===== src/design/sgr_pkg.sv =====
// ----------------------------------------------------------------------------
// sgr_pkg
// Shared constants, command and status types for the stereo gain ramp block.
// ----------------------------------------------------------------------------
package sgr_pkg;

  // default parameter values
  localparam int MAX_BLOCK_DEF   = 4096;
  localparam int SAMPLE_BITS_DEF = 24;

  // fixed field widths
  localparam int GAIN_W     = 24;
  localparam int STEP_W     = 16;
  localparam int ALPHA_W    = 16;
  localparam int G_W        = 28;   // combined Q8.20 gain
  localparam int SUM_W      = 64;
  localparam int ROOT_W     = 32;
  localparam int CFG_IDX_W  = 3;
  localparam int CFG_DATA_W = 24;

  // reset values of the registers
  localparam logic [GAIN_W-1:0]  UNITY          = 24'd1048576;
  localparam logic [STEP_W-1:0]  RAMP_STEPS_RST = 16'd882;
  localparam logic [ALPHA_W-1:0] VU_ALPHA_RST   = 16'd63052;

  // register indexes
  typedef enum logic [CFG_IDX_W-1:0] {
    REG_FADER     = 3'd0,
    REG_PAN_LEFT  = 3'd1,
    REG_PAN_RIGHT = 3'd2,
    REG_RAMP      = 3'd3,
    REG_VU_ALPHA  = 3'd4
  } reg_e;

  // datapath operations
  typedef enum logic [4:0] {
    OP_NONE,
    OP_LOAD,
    OP_RAMP_CHK,
    OP_RAMP_DELTA,
    OP_RAMP_STEP,
    OP_MUL_GAIN,
    OP_SET_GAIN,
    OP_MUL_X,
    OP_SET_Y,
    OP_MUL_SQ,
    OP_ACC,
    OP_COUNT,
    OP_MEAN_DIV,
    OP_ROOT,
    OP_MUL_VU_OLD,
    OP_HOLD_VU,
    OP_MUL_VU_NEW,
    OP_SET_VU,
    OP_OUT
  } op_e;

  // controller states
  typedef enum logic [4:0] {
    S_IDLE,
    S_RAMP,
    S_RDIV,
    S_STEP,
    S_GMUL,
    S_GSET,
    S_XMUL,
    S_YSET,
    S_SQMUL,
    S_ACC,
    S_CNT,
    S_MDIV,
    S_MDIVW,
    S_ROOTW,
    S_VMUL1,
    S_VHOLD,
    S_VMUL2,
    S_VSET,
    S_OUT
  } state_e;

  typedef struct packed {
    op_e        op;
    logic [1:0] idx;
  } cmd_t;

  typedef struct packed {
    logic [2:0] ramp_chg;
    logic       iter_busy;
    logic       block_end;
    logic       out_free;
  } sts_t;

endpackage


===== src/design/sgr_iter.sv =====
// ----------------------------------------------------------------------------
// sgr_iter
// Shared iterative unit: restoring divider (one quotient bit per cycle) and
// integer square root (one root bit per cycle).
// ----------------------------------------------------------------------------
module sgr_iter #(
  parameter int DVS_W = 16
) (
  input  logic                      clk_i,
  input  logic                      rst_ni,
  input  logic                      start_div_i,
  input  logic                      start_sqrt_i,
  input  logic [sgr_pkg::SUM_W-1:0] operand_i,
  input  logic [DVS_W-1:0]          divisor_i,
  output logic                      busy_o,
  output logic [sgr_pkg::SUM_W-1:0] result_o
);
  import sgr_pkg::*;

  localparam int CNT_W  = $clog2(SUM_W + 1);
  localparam int SREM_W = ROOT_W + 3;

  logic [CNT_W-1:0]  cnt_q, cnt_d;
  logic              sqrt_q, sqrt_d;
  logic [SUM_W-1:0]  quo_q, quo_d;
  logic [DVS_W:0]    rem_q, rem_d;
  logic [DVS_W-1:0]  dvs_q, dvs_d;
  logic [ROOT_W-1:0] root_q, root_d;
  logic [SREM_W-1:0] srem_q, srem_d;

  logic [DVS_W:0]    shifted;
  logic              div_fits;
  logic [SREM_W-1:0] r2, trial;
  logic              root_fits;

  // one divide step and one root step
  always_comb begin
    shifted   = {rem_q[DVS_W-1:0], quo_q[SUM_W-1]};
    div_fits  = shifted >= {1'b0, dvs_q};
    r2        = {srem_q[SREM_W-3:0], quo_q[SUM_W-1 -: 2]};
    trial     = {1'b0, root_q, 2'b01};
    root_fits = r2 >= trial;
  end

  // sequence the iterations
  always_comb begin
    cnt_d  = cnt_q;
    sqrt_d = sqrt_q;
    quo_d  = quo_q;
    rem_d  = rem_q;
    dvs_d  = dvs_q;
    root_d = root_q;
    srem_d = srem_q;
    if (start_div_i) begin
      cnt_d  = CNT_W'(SUM_W);
      sqrt_d = 1'b0;
      quo_d  = operand_i;
      rem_d  = '0;
      dvs_d  = divisor_i;
    end else if (start_sqrt_i) begin
      cnt_d  = CNT_W'(ROOT_W);
      sqrt_d = 1'b1;
      quo_d  = operand_i;
      root_d = '0;
      srem_d = '0;
    end else if (cnt_q != '0) begin
      cnt_d = cnt_q - 1'b1;
      if (sqrt_q) begin
        srem_d = root_fits ? r2 - trial : r2;
        root_d = {root_q[ROOT_W-2:0], root_fits};
        quo_d  = {quo_q[SUM_W-3:0], 2'b00};
      end else begin
        rem_d = div_fits ? shifted - {1'b0, dvs_q} : shifted;
        quo_d = {quo_q[SUM_W-2:0], div_fits};
      end
    end
  end

  always_ff @(posedge clk_i or negedge rst_ni) begin
    if (!rst_ni) begin
      cnt_q  <= '0;
      sqrt_q <= 1'b0;
    end else begin
      cnt_q  <= cnt_d;
      sqrt_q <= sqrt_d;
    end
  end

  always_ff @(posedge clk_i) begin
    quo_q  <= quo_d;
    rem_q  <= rem_d;
    dvs_q  <= dvs_d;
    root_q <= root_d;
    srem_q <= srem_d;
  end

  assign busy_o   = cnt_q != '0;
  assign result_o = sqrt_q ? SUM_W'(root_q) : quo_q;

endmodule


===== src/design/sgr_dp.sv =====
// ----------------------------------------------------------------------------
// sgr_dp
// Datapath: configuration registers, gain ramps, shared multiplier, meter
// accumulators and the output register.
// ----------------------------------------------------------------------------
module sgr_dp #(
  parameter int MAX_BLOCK   = sgr_pkg::MAX_BLOCK_DEF,
  parameter int SAMPLE_BITS = sgr_pkg::SAMPLE_BITS_DEF
) (
  input  logic                           clk_i,
  input  logic                           rst_ni,
  input  logic                           cfg_valid_i,
  input  logic [sgr_pkg::CFG_IDX_W-1:0]  cfg_index_i,
  input  logic [sgr_pkg::CFG_DATA_W-1:0] cfg_data_i,
  input  logic signed [SAMPLE_BITS-1:0]  left_in_i,
  input  logic signed [SAMPLE_BITS-1:0]  right_in_i,
  input  logic                           last_in_block_i,
  input  logic                           out_stall_i,
  output logic                           out_valid_o,
  output logic signed [SAMPLE_BITS-1:0]  left_out_o,
  output logic signed [SAMPLE_BITS-1:0]  right_out_o,
  output logic                           meters_valid_o,
  output logic [SAMPLE_BITS-1:0]         peak_left_o,
  output logic [SAMPLE_BITS-1:0]         peak_right_o,
  output logic [SAMPLE_BITS-1:0]         vu_left_o,
  output logic [SAMPLE_BITS-1:0]         vu_right_o,
  input  sgr_pkg::cmd_t                  cmd_i,
  output sgr_pkg::sts_t                  sts_o
);
  import sgr_pkg::*;

  localparam int SB    = SAMPLE_BITS;
  localparam int CNT_W = $clog2(MAX_BLOCK + 1);
  localparam int DVS_W = (CNT_W > STEP_W) ? CNT_W : STEP_W;
  localparam int A_W   = ((SB > GAIN_W) ? SB : GAIN_W) + 1;
  localparam int B_W   = ((SB + 1) > 30) ? (SB + 1) : 30;
  localparam int P_W   = A_W + B_W;

  // configuration
  logic [GAIN_W-1:0]  fader_tgt_q, pan_l_tgt_q, pan_r_tgt_q;
  logic [STEP_W-1:0]  ramp_steps_q;
  logic [ALPHA_W-1:0] vu_alpha_q;

  // ramps: 0 fader, 1 left balance, 2 right balance
  logic [GAIN_W-1:0]        cur_q[3];
  logic [GAIN_W-1:0]        app_q[3];
  logic signed [GAIN_W:0]   dlt_q[3];
  logic [STEP_W-1:0]        left_q[3];
  logic                     neg_q[3];
  logic [GAIN_W-1:0]        tgt[3];

  // sample and meter state
  logic signed [SB-1:0]     x_q[2];
  logic signed [SB-1:0]     y_q[2];
  logic                     last_q;
  logic [G_W-1:0]           g_q;
  logic signed [P_W-1:0]    prod_q;
  logic signed [P_W-1:0]    acc_q;
  logic [SB-1:0]            peak_q[2];
  logic [SB-1:0]            pk_hold_q[2];
  logic [SUM_W-1:0]         sum_q[2];
  logic [CNT_W-1:0]         count_q;
  logic [SB-1:0]            vu_q[2];
  logic                     end_q;

  // output register
  logic                     out_valid_q;
  logic signed [SB-1:0]     lo_q, ro_q;
  logic                     mv_q;
  logic [SB-1:0]            pl_q, pr_q, vl_q, vr_q;

  // iterative unit
  logic                     it_start_div, it_start_sqrt, it_busy;
  logic [SUM_W-1:0]         it_operand, it_result;
  logic [DVS_W-1:0]         it_divisor;

  // working signals
  logic [1:0]               ridx;
  logic                     ch;
  logic [STEP_W-1:0]        n_eff;
  logic signed [GAIN_W:0]   diff;
  logic [GAIN_W-1:0]        diff_mag;
  logic signed [A_W-1:0]    mul_a;
  logic signed [B_W-1:0]    mul_b;
  logic signed [P_W-1:0]    prod_d;
  logic                     mul_en;
  logic [P_W-1:0]           gsum;
  logic signed [P_W-1:0]    ysum, y_full;
  logic                     ovf_hi, ovf_lo;
  logic signed [SB-1:0]     y_sat;
  logic [SB-1:0]            mag;
  logic [SUM_W:0]           sum_ext;
  logic [CNT_W-1:0]         cnt_inc;
  logic                     blk_end;
  logic [P_W-1:0]           vsum;
  logic [GAIN_W-1:0]        bal;
  logic [SB-1:0]            rms;

  assign tgt[0] = fader_tgt_q;
  assign tgt[1] = pan_l_tgt_q;
  assign tgt[2] = pan_r_tgt_q;
  assign ridx   = cmd_i.idx;
  assign ch     = cmd_i.idx[0];

  // ramp set-up terms
  always_comb begin
    n_eff    = (ramp_steps_q == '0) ? STEP_W'(1) : ramp_steps_q;
    diff     = $signed({1'b0, tgt[ridx]}) - $signed({1'b0, cur_q[ridx]});
    diff_mag = diff[GAIN_W] ? GAIN_W'(-diff) : diff[GAIN_W-1:0];
  end

  // drive the shared iterative unit
  always_comb begin
    it_start_div  = 1'b0;
    it_start_sqrt = 1'b0;
    it_operand    = '0;
    it_divisor    = '0;
    unique case (cmd_i.op)
      OP_RAMP_CHK: begin
        it_start_div = tgt[ridx] != app_q[ridx];
        it_operand   = SUM_W'(diff_mag);
        it_divisor   = DVS_W'(n_eff);
      end
      OP_MEAN_DIV: begin
        it_start_div = 1'b1;
        it_operand   = sum_q[ch];
        it_divisor   = DVS_W'(count_q);
      end
      OP_ROOT: begin
        it_start_sqrt = 1'b1;
        it_operand    = it_result;
      end
      default: begin
        it_start_div = 1'b0;
      end
    endcase
  end

  sgr_iter #(
    .DVS_W(DVS_W)
  ) u_iter (
    .clk_i       (clk_i),
    .rst_ni      (rst_ni),
    .start_div_i (it_start_div),
    .start_sqrt_i(it_start_sqrt),
    .operand_i   (it_operand),
    .divisor_i   (it_divisor),
    .busy_o      (it_busy),
    .result_o    (it_result)
  );

  // select multiplier operands
  always_comb begin
    bal    = ch ? cur_q[2] : cur_q[1];
    mag    = y_q[ch][SB-1] ? SB'(-y_q[ch]) : y_q[ch];
    rms    = it_result[SB-1:0];
    mul_a  = '0;
    mul_b  = '0;
    mul_en = 1'b1;
    unique case (cmd_i.op)
      OP_MUL_GAIN: begin
        mul_a = A_W'(cur_q[0]);
        mul_b = B_W'(bal);
      end
      OP_MUL_X: begin
        mul_a = {{(A_W-SB){x_q[ch][SB-1]}}, x_q[ch]};
        mul_b = B_W'(g_q);
      end
      OP_MUL_SQ: begin
        mul_a = A_W'(mag);
        mul_b = B_W'(mag);
      end
      OP_MUL_VU_OLD: begin
        mul_a = A_W'(vu_q[ch]);
        mul_b = B_W'(vu_alpha_q);
      end
      OP_MUL_VU_NEW: begin
        mul_a = A_W'(rms);
        mul_b = B_W'(17'h10000 - {1'b0, vu_alpha_q});
      end
      default: begin
        mul_en = 1'b0;
      end
    endcase
  end

  assign prod_d = mul_a * mul_b;

  // rounding, saturation and accumulation terms
  always_comb begin
    gsum    = prod_q + P_W'(1 << 19);
    ysum    = prod_q + P_W'(1 << 19);
    y_full  = ysum >>> 20;
    ovf_hi  = !y_full[P_W-1] && (|y_full[P_W-2:SB-1]);
    ovf_lo  = y_full[P_W-1] && !(&y_full[P_W-2:SB-1]);
    if (ovf_hi) begin
      y_sat = {1'b0, {(SB-1){1'b1}}};
    end else if (ovf_lo) begin
      y_sat = {1'b1, {(SB-1){1'b0}}};
    end else begin
      y_sat = y_full[SB-1:0];
    end
    sum_ext = {1'b0, sum_q[ch]} + {1'b0, SUM_W'(prod_q[2*SB-1:0])};
    cnt_inc = count_q + 1'b1;
    blk_end = last_q || (cnt_inc >= CNT_W'(MAX_BLOCK));
    vsum    = acc_q + prod_q + P_W'(1 << 15);
  end

  // control registers: configuration, ramps, meters, output valid
  always_ff @(posedge clk_i or negedge rst_ni) begin
    if (!rst_ni) begin
      fader_tgt_q  <= UNITY;
      pan_l_tgt_q  <= UNITY;
      pan_r_tgt_q  <= UNITY;
      ramp_steps_q <= RAMP_STEPS_RST;
      vu_alpha_q   <= VU_ALPHA_RST;
      for (int r = 0; r < 3; r++) begin
        cur_q[r]  <= UNITY;
        app_q[r]  <= UNITY;
        dlt_q[r]  <= '0;
        left_q[r] <= '0;
        neg_q[r]  <= 1'b0;
      end
      for (int c = 0; c < 2; c++) begin
        peak_q[c] <= '0;
        sum_q[c]  <= '0;
        vu_q[c]   <= '0;
      end
      count_q     <= '0;
      end_q       <= 1'b0;
      out_valid_q <= 1'b0;
    end else begin
      // take configuration writes
      if (cfg_valid_i) begin
        unique case (reg_e'(cfg_index_i))
          REG_FADER:     fader_tgt_q  <= cfg_data_i[GAIN_W-1:0];
          REG_PAN_LEFT:  pan_l_tgt_q  <= cfg_data_i[GAIN_W-1:0];
          REG_PAN_RIGHT: pan_r_tgt_q  <= cfg_data_i[GAIN_W-1:0];
          REG_RAMP:      ramp_steps_q <= cfg_data_i[STEP_W-1:0];
          REG_VU_ALPHA:  vu_alpha_q   <= cfg_data_i[ALPHA_W-1:0];
          default:       ;
        endcase
      end
      // load a new output transaction, or drop the current one once taken
      if (cmd_i.op == OP_OUT) begin
        out_valid_q <= 1'b1;
      end else if (out_valid_q && !out_stall_i) begin
        out_valid_q <= 1'b0;
      end
      unique case (cmd_i.op)
        OP_RAMP_CHK: begin
          if (tgt[ridx] != app_q[ridx]) begin
            app_q[ridx]  <= tgt[ridx];
            left_q[ridx] <= n_eff;
            neg_q[ridx]  <= diff[GAIN_W];
          end
        end
        OP_RAMP_DELTA: begin
          dlt_q[ridx] <= neg_q[ridx] ? -$signed({1'b0, it_result[GAIN_W-1:0]})
                                     :  $signed({1'b0, it_result[GAIN_W-1:0]});
        end
        OP_RAMP_STEP: begin
          for (int r = 0; r < 3; r++) begin
            if (left_q[r] == '0) begin
              cur_q[r] <= app_q[r];
            end else begin
              left_q[r] <= left_q[r] - 1'b1;
              if (left_q[r] != STEP_W'(1)) begin
                cur_q[r] <= GAIN_W'($signed({1'b0, cur_q[r]}) + dlt_q[r]);
              end else begin
                cur_q[r] <= app_q[r];
              end
            end
          end
        end
        OP_ACC: begin
          if (mag > peak_q[ch]) begin
            peak_q[ch] <= mag;
          end
          sum_q[ch] <= sum_ext[SUM_W] ? {SUM_W{1'b1}} : sum_ext[SUM_W-1:0];
        end
        OP_COUNT: begin
          count_q <= cnt_inc;
          end_q   <= blk_end;
        end
        OP_SET_VU: begin
          vu_q[ch]   <= vsum[16 +: SB];
          peak_q[ch] <= '0;
          sum_q[ch]  <= '0;
        end
        OP_OUT: begin
          if (end_q) begin
            count_q <= '0;
          end
        end
        default: ;
      endcase
    end
  end

  // payload registers
  always_ff @(posedge clk_i) begin
    if (mul_en) begin
      prod_q <= prod_d;
    end
    unique case (cmd_i.op)
      OP_LOAD: begin
        x_q[0] <= left_in_i;
        x_q[1] <= right_in_i;
        last_q <= last_in_block_i;
      end
      OP_SET_GAIN: g_q      <= gsum[20 +: G_W];
      OP_SET_Y:    y_q[ch]  <= y_sat;
      OP_HOLD_VU: begin
        acc_q         <= prod_q;
        pk_hold_q[ch] <= peak_q[ch];
      end
      OP_OUT: begin
        lo_q <= y_q[0];
        ro_q <= y_q[1];
        mv_q <= end_q;
        pl_q <= end_q ? pk_hold_q[0] : '0;
        pr_q <= end_q ? pk_hold_q[1] : '0;
        vl_q <= end_q ? vu_q[0] : '0;
        vr_q <= end_q ? vu_q[1] : '0;
      end
      default: ;
    endcase
  end

  // status to the controller
  always_comb begin
    for (int r = 0; r < 3; r++) begin
      sts_o.ramp_chg[r] = tgt[r] != app_q[r];
    end
    sts_o.iter_busy = it_busy;
    sts_o.block_end = blk_end;
    sts_o.out_free  = !out_valid_q || !out_stall_i;
  end

  assign out_valid_o    = out_valid_q;
  assign left_out_o     = lo_q;
  assign right_out_o    = ro_q;
  assign meters_valid_o = mv_q;
  assign peak_left_o    = pl_q;
  assign peak_right_o   = pr_q;
  assign vu_left_o      = vl_q;
  assign vu_right_o     = vr_q;

endmodule


===== src/design/sgr_ctrl.sv =====
// ----------------------------------------------------------------------------
// sgr_ctrl
// Controller: steps one sample pair through ramp update, gain, metering and
// output by issuing one datapath command per cycle, or none while it waits.
// ----------------------------------------------------------------------------
module sgr_ctrl (
  input  logic          clk_i,
  input  logic          rst_ni,
  input  logic          in_valid_i,
  output logic          in_stall_o,
  output sgr_pkg::cmd_t cmd_o,
  input  sgr_pkg::sts_t sts_i
);
  import sgr_pkg::*;

  state_e     state_q, state_d;
  logic [1:0] idx_q, idx_d;

  // next state
  always_comb begin
    state_d = state_q;
    idx_d   = idx_q;
    unique case (state_q)
      S_IDLE: begin
        if (in_valid_i) begin
          state_d = S_RAMP;
          idx_d   = '0;
        end
      end
      S_RAMP, S_RDIV: begin
        if (state_q == S_RAMP && sts_i.ramp_chg[idx_q]) begin
          state_d = S_RDIV;
        end else if (state_q == S_RDIV && sts_i.iter_busy) begin
          state_d = S_RDIV;
        end else if (idx_q == 2'd2) begin
          state_d = S_STEP;
        end else begin
          state_d = S_RAMP;
          idx_d   = idx_q + 1'b1;
        end
      end
      S_STEP: begin
        state_d = S_GMUL;
        idx_d   = '0;
      end
      S_GMUL:  state_d = S_GSET;
      S_GSET:  state_d = S_XMUL;
      S_XMUL:  state_d = S_YSET;
      S_YSET:  state_d = S_SQMUL;
      S_SQMUL: state_d = S_ACC;
      S_ACC: begin
        if (idx_q[0]) begin
          state_d = S_CNT;
        end else begin
          state_d = S_GMUL;
          idx_d   = 2'd1;
        end
      end
      S_CNT: begin
        state_d = sts_i.block_end ? S_MDIV : S_OUT;
        idx_d   = '0;
      end
      S_MDIV: state_d = S_MDIVW;
      S_MDIVW: begin
        if (!sts_i.iter_busy) begin
          state_d = S_ROOTW;
        end
      end
      S_ROOTW: begin
        if (!sts_i.iter_busy) begin
          state_d = S_VMUL1;
        end
      end
      S_VMUL1: state_d = S_VHOLD;
      S_VHOLD: state_d = S_VMUL2;
      S_VMUL2: state_d = S_VSET;
      S_VSET: begin
        if (idx_q[0]) begin
          state_d = S_OUT;
        end else begin
          state_d = S_MDIV;
          idx_d   = 2'd1;
        end
      end
      S_OUT: begin
        if (sts_i.out_free) begin
          state_d = S_IDLE;
        end
      end
      default: state_d = S_IDLE;
    endcase
  end

  // command outputs
  always_comb begin
    cmd_o.op   = OP_NONE;
    cmd_o.idx  = idx_q;
    in_stall_o = state_q != S_IDLE;
    unique case (state_q)
      S_IDLE:  cmd_o.op = in_valid_i ? OP_LOAD : OP_NONE;
      S_RAMP:  cmd_o.op = OP_RAMP_CHK;
      S_RDIV:  cmd_o.op = sts_i.iter_busy ? OP_NONE : OP_RAMP_DELTA;
      S_STEP:  cmd_o.op = OP_RAMP_STEP;
      S_GMUL:  cmd_o.op = OP_MUL_GAIN;
      S_GSET:  cmd_o.op = OP_SET_GAIN;
      S_XMUL:  cmd_o.op = OP_MUL_X;
      S_YSET:  cmd_o.op = OP_SET_Y;
      S_SQMUL: cmd_o.op = OP_MUL_SQ;
      S_ACC:   cmd_o.op = OP_ACC;
      S_CNT:   cmd_o.op = OP_COUNT;
      S_MDIV:  cmd_o.op = OP_MEAN_DIV;
      S_MDIVW: cmd_o.op = sts_i.iter_busy ? OP_NONE : OP_ROOT;
      S_ROOTW: cmd_o.op = OP_NONE;
      S_VMUL1: cmd_o.op = OP_MUL_VU_OLD;
      S_VHOLD: cmd_o.op = OP_HOLD_VU;
      S_VMUL2: cmd_o.op = OP_MUL_VU_NEW;
      S_VSET:  cmd_o.op = OP_SET_VU;
      S_OUT:   cmd_o.op = sts_i.out_free ? OP_OUT : OP_NONE;
      default: cmd_o.op = OP_NONE;
    endcase
  end

  always_ff @(posedge clk_i or negedge rst_ni) begin
    if (!rst_ni) begin
      state_q <= S_IDLE;
      idx_q   <= '0;
    end else begin
      state_q <= state_d;
      idx_q   <= idx_d;
    end
  end

endmodule


===== src/design/stereo_gain_ramp_with_peak_vu_meter_top.sv =====
// ----------------------------------------------------------------------------
// stereo_gain_ramp_with_peak_vu_meter_top
// Stereo fader and balance gain with linear ramps and a block peak/VU meter.
// ----------------------------------------------------------------------------
// One sample pair is worked on at a time. A pair passes from acceptance
// through ramp update, gain and metering to the output register, and the
// controller returns to idle before it takes the next pair. Each ramp whose
// target changed adds a pass through the shared divider (one quotient bit per
// cycle over 64 bits) and the delta update, and a block end adds two 64-bit
// mean divisions, two 32-step square roots and the two VU blends. All
// products go through one shared multiplier, one per cycle. A finished
// transaction waits in the output register while the next pair is taken in;
// a stalled output holds the next pair in the controller until the register
// frees up.
module stereo_gain_ramp_with_peak_vu_meter_top #(
  parameter int MAX_BLOCK   = sgr_pkg::MAX_BLOCK_DEF,
  parameter int SAMPLE_BITS = sgr_pkg::SAMPLE_BITS_DEF
) (
  input  logic                           clk_i,
  input  logic                           rst_ni,
  input  logic                           cfg_valid_i,
  output logic                           cfg_ready_o,
  input  logic [sgr_pkg::CFG_IDX_W-1:0]  cfg_index_i,
  input  logic [sgr_pkg::CFG_DATA_W-1:0] cfg_data_i,
  input  logic                           in_valid_i,
  output logic                           in_stall_o,
  input  logic signed [SAMPLE_BITS-1:0]  left_in_i,
  input  logic signed [SAMPLE_BITS-1:0]  right_in_i,
  input  logic                           last_in_block_i,
  output logic                           out_valid_o,
  input  logic                           out_stall_i,
  output logic signed [SAMPLE_BITS-1:0]  left_out_o,
  output logic signed [SAMPLE_BITS-1:0]  right_out_o,
  output logic                           meters_valid_o,
  output logic [SAMPLE_BITS-1:0]         peak_left_o,
  output logic [SAMPLE_BITS-1:0]         peak_right_o,
  output logic [SAMPLE_BITS-1:0]         vu_left_o,
  output logic [SAMPLE_BITS-1:0]         vu_right_o
);
  import sgr_pkg::*;

  cmd_t cmd;
  sts_t sts;

  // configuration is always taken
  assign cfg_ready_o = 1'b1;

  sgr_ctrl u_ctrl (
    .clk_i     (clk_i),
    .rst_ni    (rst_ni),
    .in_valid_i(in_valid_i),
    .in_stall_o(in_stall_o),
    .cmd_o     (cmd),
    .sts_i     (sts)
  );

  sgr_dp #(
    .MAX_BLOCK  (MAX_BLOCK),
    .SAMPLE_BITS(SAMPLE_BITS)
  ) u_dp (
    .clk_i          (clk_i),
    .rst_ni         (rst_ni),
    .cfg_valid_i    (cfg_valid_i),
    .cfg_index_i    (cfg_index_i),
    .cfg_data_i     (cfg_data_i),
    .left_in_i      (left_in_i),
    .right_in_i     (right_in_i),
    .last_in_block_i(last_in_block_i),
    .out_stall_i    (out_stall_i),
    .out_valid_o    (out_valid_o),
    .left_out_o     (left_out_o),
    .right_out_o    (right_out_o),
    .meters_valid_o (meters_valid_o),
    .peak_left_o    (peak_left_o),
    .peak_right_o   (peak_right_o),
    .vu_left_o      (vu_left_o),
    .vu_right_o     (vu_right_o),
    .cmd_i          (cmd),
    .sts_o          (sts)
  );

endmodule


===== config.mk =====
export PLATFORM = sky130hd
export DESIGN_NAME = stereo_gain_ramp_with_peak_vu_meter_top
export DESIGN_NICKNAME = d
export VERILOG_FILES = /design/src/design/sgr_pkg.sv /design/src/design/sgr_iter.sv /design/src/design/sgr_dp.sv /design/src/design/sgr_ctrl.sv /design/src/design/stereo_gain_ramp_with_peak_vu_meter_top.sv
export SDC_FILE = /design/constraint.sdc
export NUM_CORES = 2
export LEC_CHECK = 0
export BUFFER_PORTS_ARGS = -buffer_cell sky130_fd_sc_hd__clkbuf_2
export CELL_PAD_IN_SITES_DETAIL_PLACEMENT = 0
export CELL_PAD_IN_SITES_GLOBAL_PLACEMENT = 1
export CORE_MARGIN = 10
export CORE_UTILIZATION = 30
export CTS_BUF_LIST = sky130_fd_sc_hd__clkbuf_8
export CTS_CLUSTER_SIZE = 10
export DETAILED_ROUTE_END_ITERATION = 10
export GPL_TIMING_DRIVEN = 0
export PLACE_DENSITY = 0.53
export SETUP_SLACK_MARGIN = 0.2
export SYNTH_ARGS = -nofsm -noshare
export SYNTH_HDL_FRONTEND = slang
export SYNTH_SLANG_ARGS = --single-unit

===== constraint.sdc =====
create_clock -name clk_i -period 12.54 [get_ports clk_i]
set_input_delay 0 -clock clk_i [delete_from_list [all_inputs] [get_ports clk_i]]
set_output_delay 0 -clock clk_i [all_outputs]
set_load 0.005 [all_outputs]

# ---- Word-level counts from Yosys, hierarchy flattened
# Memories as Yosys holds them, arrays and structs flattened. A register that Yosys moved wholly into a read port is not among the register bits.
# Cells that the tools add are included.
dict set report word_totals {
  ff_bits 962
  latch_bits 0
  mem_bits_rw 144
  romBits 0
  in_bits 81
  out_inout_bits 148
  n_memories 3
}
# memory words word_bits rd rd_clocked_by_memory_dff wr line
set mem_list {}
lappend mem_list {u_dp.pk_hold_q 2 24 2 2 1 sgr_dp.sv:60} ;# logic [SB-1:0] pk_hold_q[2];
lappend mem_list {u_dp.x_q 2 24 1 0 2 sgr_dp.sv:53} ;# logic signed [SB-1:0] x_q[2];
lappend mem_list {u_dp.y_q 2 24 3 2 1 sgr_dp.sv:54} ;# logic signed [SB-1:0] y_q[2];
dict set report classes {
  addsub 20
  n_mul 1
  div 0
  n_lt_le_gt_ge 9
  eq_ne 62
  shifts 0
  n_mux 119
  n_bitwise 9
  n_reduce_logical 54
}
# cell count
set op_table {}
lappend op_table {{$mux 64} 10}
lappend op_table {{$mux 24} 25}
lappend op_table {{$pmux 128 s2} 1}
lappend op_table {{$pmux 48 s2} 2}
lappend op_table {{$pmux 64 s3} 1}
lappend op_table {{$pmux 5 s18} 2}
lappend op_table {{$pmux 30 s5} 1}
lappend op_table {{$bmux 24 s2} 3}
lappend op_table {{$bwmux 48} 3}
lappend op_table {{$and 128x128->128} 1}
lappend op_table {{$bwmux 128} 1}
lappend op_table {{$not 128->128} 1}
lappend op_table {{$pmux 25 s5} 1}
lappend op_table {{$mux 33} 3}
lappend op_table {{$mux 16} 6}
lappend op_table {{$mux 48} 2}
lappend op_table {{$ne 24x24->1} 4}
lappend op_table {{$eq 5x4->1 const B} 16}
lappend op_table {{$bwmux 75} 1}
lappend op_table {{$add 24x24->24} 3}
lappend op_table {{$bwmux 72} 1}
lappend op_table {{$add 64x48->65} 1}
lappend op_table {{$demux 64 s1} 1}
lappend op_table {{$logic_not 16->1} 4}
lappend op_table {{77 further kinds} 180}

# ---- Logic depth before layout (Yosys ltp)
dict set report depth {
  ltp_word 10
  mapped_depth 47
  depth_no_buf 38
}

# ---- By module
# A second synthesis with hierarchy kept.
dict set report hier_totals {
  cells_unflattened 9477
  area_unflattened_um2 92119.6
}
# module n_inst cells_per_inst area_per_inst_um2
set by_module_without_submodules {}
lappend by_module_without_submodules {sgr_dp 1 8312 80868.8}
lappend by_module_without_submodules {sgr_iter 1 1045 10380.0}
lappend by_module_without_submodules {sgr_ctrl 1 118 859.6}
lappend by_module_without_submodules {stereo_gain_ramp_with_peak_vu_meter_top 1 2 11.3}

# ---- Least setup slack after synthesis
# OpenSTA, ideal clock, no wires.
dict set report synth_timing {
  kind {flip-flop to flip-flop}
  startpoint {register u_ctrl.idx_q[0]}
  endpoint {register u_dp.prod_q[53] (data pin)}
  arrival_time_ns 9.894
  t_required_ns 12.279
  path_slack_ns 2.385
  path_stages_with_launch 43
  path_buffers 9
  synth_period_minus_slack_ns 10.155
  path_cell_list {dfrtp_1 -> buf_6 -> buf_8 -> buf_6 -> buf_6 -> buf_6 -> buf_6 -> buf_4 -> buf_2 -> mux2i_1 -> ha_1 -> o21ai_0 -> nor2_1 -> and3_1 -> a21oi_1 -> xor2_1 -> nor2_1 -> nor4_1 -> [... 7 more ...] -> fa_1 -> fa_1 -> fa_1 -> inv_1 -> fa_1 -> inv_1 -> ha_1 -> a21o_1 -> a21o_1 -> a21o_1 -> a21o_1 -> a21oi_1 -> o21ai_0 -> a21oi_1 -> a21oi_1 -> o31ai_1 -> o21ai_0 -> a311o_1}
}
dict set report synth_between {
  elab_chain_cells 6
}
# item line
set synth_rtl {}
lappend synth_rtl {{start, declared} sgr_ctrl.sv:17} ;# logic [1:0] idx_q, idx_d;
lappend synth_rtl {{start signal, assigned} sgr_ctrl.sv:129} ;# idx_q <= idx_d;
lappend synth_rtl {{branches (longest 5 deep; another with $mem_v2 2x24)} -}
lappend synth_rtl {{$mul 25x30->55 (*)} sgr_dp.sv:187} ;# assign prod_d = mul_a * mul_b;
lappend synth_rtl {{via u_dp.prod_d[53]} sgr_dp.sv:85} ;# logic signed [P_W-1:0] prod_d;
lappend synth_rtl {{end signal, assigned} sgr_dp.sv:304} ;# prod_q <= prod_d;
lappend synth_rtl {{end, declared} sgr_dp.sv:57} ;# logic signed [P_W-1:0] prod_q;
# Mark *: on every way through the listed nets, which the timed path passes. The select of a mux whose other input is x is not followed.
# A chain may end at the register's enable or synchronous reset.

# ---- Worst setup path in the final report
# Same ends and word-level chain as after synthesis.

==> flow_metrics.py <==
metrics = {
    "status": {
        "outcome": "finished clean",
    },
    "logic_synthesis": {
        "synth_top_area_share_pct": 18.6,
        "synth_cells": 9313,
        "syn_nets": 10525,
        "synth-seq-cells": 1199,
        "ys_warn_count": 0,
        "synthArstFlopShare_pct": 52.1,
        "synth.area.top_cells": "edfxtp_1, dfrtp_1, fa_1",
        "synth_area_sq_um": 90200,
        "ys.flop_type": "dfrtp_1",
        "yosys.area.top_type": "edfxtp_1",
        "synth_edf_count": 558,
        "synth_area_per_cell_sq_um": 9.68,
        "seq_area_frac_synth_pct": 36.3,
        "ys_types": 103,
    },
    "drt": {
        "routed_via_density": 5.28,
        "drt-initial-drc-count": 7240,
        "dr.pass1.iters": 8,
        "wl_per_cell_um": 28.7,
        "wl_um": 408000,
        "ant_nets": 0,
        "post-route-drc-count": 0,
        "via_count": 74921,
    },
    "clock_tree": {
        "clockBufferDepth": 4,
        "cts-root-buf": "clkbuf_8",
        "htree_num_levels": 4,
        "numCtsBuffers": 230,
        "cts_tree": "done",
        "clock_latency_ns": 1.10,
        "cts_num_sinks": 1199,
        "cts.clk_slew.worst_paths_ns": 0.07,
    },
    "setup_path": {
        "worst_r2r_endpoint": "u_dp.prod_q[53]$_DFFE_PN_",
        "path_max_fanout": 10,
        "crit_top_cell": "fa_1",
        "end_kind": "flop",
        "critPathKind": "flop to flop",
        "r2r_cells": 34,
        "required_ns": 13.24,
        "critPathLaunchType": "flop",
        "slowest_stage": "xor2_1",
        "r2r_start": "u_ctrl.idx_q[0]$_DFFE_PN0P_",
        "max_stage_delay_ns": 0.96,
        "reg2reg_slack_ns": 0.39,
        "critical_path_arrival_ns": 12.85,
    },
    "power_and_ir_drop": {
        "powerDensity_nw_per_um2": 87.7,
        "peakVddDrop_mv": 0.0781,
        "p_leak_nw": 47.4,
        "finalPower_mw": 9.19,
    },
    "finish": {
        "drive_above_1_share_pct": 12.4,
        "layout_common_cells": "nand2_1, inv_1, nor2_1",
        "mostFrequentLayoutCell": "nand2_1",
        "final_area_sq_um": 105000,
        "final_core_utilization_pct": 35.0,
        "synthToLayoutAreaGrowth_pct": 16.2,
        "nets": 11234,
    },
    "grt": {
        "grt_use_total_pct": 24.4,
        "gr-total-overflow": 0,
        "grt_pass1_wl_um": 575000,
        "grt_max_degree": 111,
        "grt_pass1_vias": 75896,
        "antenna_found_initial": 27,
    },
    "sta": {
        "fin_crit_sh_pct": 96.9,
        "setup_tns_ns": 0,
        "hold_viol": 0,
        "tightest_slew_ns": 1.41,
        "hold_ws_ns": 0.0566,
        "timing.final.crit_period_ns": 12.15,
        "clock_skew_ns": 0.183,
        "max_slew_margin_pct": 3.00,
        "rsz0062_at_grt": "false",
        "setup_viol": 0,
        "max_freq_mhz": 82.3,
        "drv_slew": 0,
    },
    "placement": {
        "dpl-instance-area_sq_um": 97400,
        "place_congestion": 0.952,
        "hpwlAfterDp_um": 327000,
        "portBuffers": 226,
    },
    "worst_hold_path": {
        "hp-class": "primary input to flop",
        "min_from": "cfg_valid_i",
        "worstHoldPathCells": 6,
        "min_to": "u_dp.vu_alpha_q[7]$_DFFE_PN0P_",
    },
    "floorplanning": {
        "std_cell_rows": 201,
        "fp.dieW_um": 568,
        "start_util_pct": 30.1,
        "ioPinCount": 229,
        "core_area_sq_um": 300000,
        "die_area_sq_um": 323000,
        "die_y_um": 568,
    },
    "run": {
        "cap_violations": 0,
    },
}
==> worst max-delay path: cells and delay by family, from the launching register on <==
family | cells | cell delay, ns
XOR/XNOR | 1 | 0.96
flip-flops | 1 | 0.48
AO/OA/AOI/OAI | 8 | 1.75
adder cells (fa/ha/maj) | 8 | 3.98
buffers and inverters | 12 | 2.50
AND/OR/NAND/NOR | 4 | 1.72
multiplexers | 1 | 0.30
==> synthesized netlist by cell type, drive strengths merged, types with 61 or more instances <==
cell	count
fa	601
nor3	145
and2	159
xnor2	229
buf	164
mux2i	291
a211oi	93
o21ai	611
and3	61
mux2	234
a21o	145
dfrtp	601
ha	530
a31oi	86
xor2	126
or3	65
a21oi	508
inv	930
nor2b	105
nand2	1119
edfxtp	558
clkbuf	301
nand3	112
nor2	817
==> flip-flops by register name, summed over array words and instances, names as in the netlist, 33 cells and up <==
signal / count
u_dp.sum_q: 128
u_dp.x_q: 48
u_dp.acc_q: 40
u_dp.cur_q: 72
u_dp.app_q: 72
u_dp.y_q: 48
u_dp.u_iter.srem_q: 33
u_dp.u_iter.quo_q: 64
u_dp.prod_q: 55
u_dp.peak_q: 48
u_dp.vu_q: 48
u_dp.dlt_q: 72
u_dp.pk_hold_q: 48
u_dp.left_q: 48
==> repair_timing <==
action	4_1_cts	5_1_grt
pin swaps	16	6
hold buffers	163	0
endpoints found under the hold margin	615	0
buffers inserted	31	5
gates resized for setup	124	52
endpoints found under the setup margin	44	19
==> metrics by stage <==
step / std cells / setup slack [ns]
finish: 14191 / 0.387
global route: 14179 / 0.178
CTS: 14171 / 0.203
detailed placement: 13549 / -3.81
global placement: 13497 / -4.74
floorplan: 9313 / 2.39
==> layout make-up <==
cell class                      count  area (sq um)
Multi-Input combinational cell   6719         52600
Clock buffer                      274          3770
Fill cell                       30636        195000
Antenna cell                       15          37.5
Timing Repair Buffer              477          3950
Inverter                          930          3490
Buffer                            465          2250
Sequential cell                  1199         32800
Clock inverter                    154           985
Tap cell                         3958          4950
==> where the power goes <==
group	switching [mW]	total [mW]	internal, mW
sequential	0.115	4.29	4.18
combinational	0.502	0.794	0.291
clock	1.92	4.11	2.18
total	2.54	9.19	6.65
==> layer usage <==
layer / track usage [%] / part of all wire (%) / vias up
li1: - / - / 33309
met3: 4.26 / 6.8 / 579
met2: 38.6 / 45 / 2746
met5: 0.309 / 0.042 / -
met4: 10.2 / 4.9 / 6
met1: 33.0 / 44 / 38281
==> logic make-up (layout without fill, tap and decap cells) <==
logic type,count (synthesis),in the layout,share of synthesized area (%)
AO/OA/AOI/OAI,1883,1883,13.0
multiplexers,525,525,6.15
XOR/XNOR,355,355,3.45
other,1,16,0.00416
buffers and inverters,1395,2300,6.19
AND/OR/NAND/NOR,2824,2824,14.2
flip-flops,1199,1199,36.3
adder cells (fa/ha/maj),1131,1131,20.7
==> worst max-delay path by stage <==
stage	startpoint	slack [ns]	depth (start not counted)	endpoint
3_5_place_dp	u_ctrl.idx_q[0]$_DFFE_PN0P_	-3.81	42	u_dp.prod_q[54]$_DFFE_PN_
2_1_floorplan	u_ctrl.idx_q[0]$_DFFE_PN0P_	2.39	42	u_dp.prod_q[53]$_DFFE_PN_
3_3_place_gp	rst_ni	-4.74	1	u_dp.vu_q[11]$_DFFE_PN0P_
5_1_grt	u_ctrl.idx_q[0]$_DFFE_PN0P_	0.18	43	u_dp.prod_q[36]$_DFFE_PN_
4_1_cts	u_ctrl.idx_q[0]$_DFFE_PN0P_	0.20	36	u_dp.prod_q[53]$_DFFE_PN_
6_report	u_ctrl.idx_q[0]$_DFFE_PN0P_	0.39	34	u_dp.prod_q[53]$_DFFE_PN_
(Power assumes the default switching activity.)
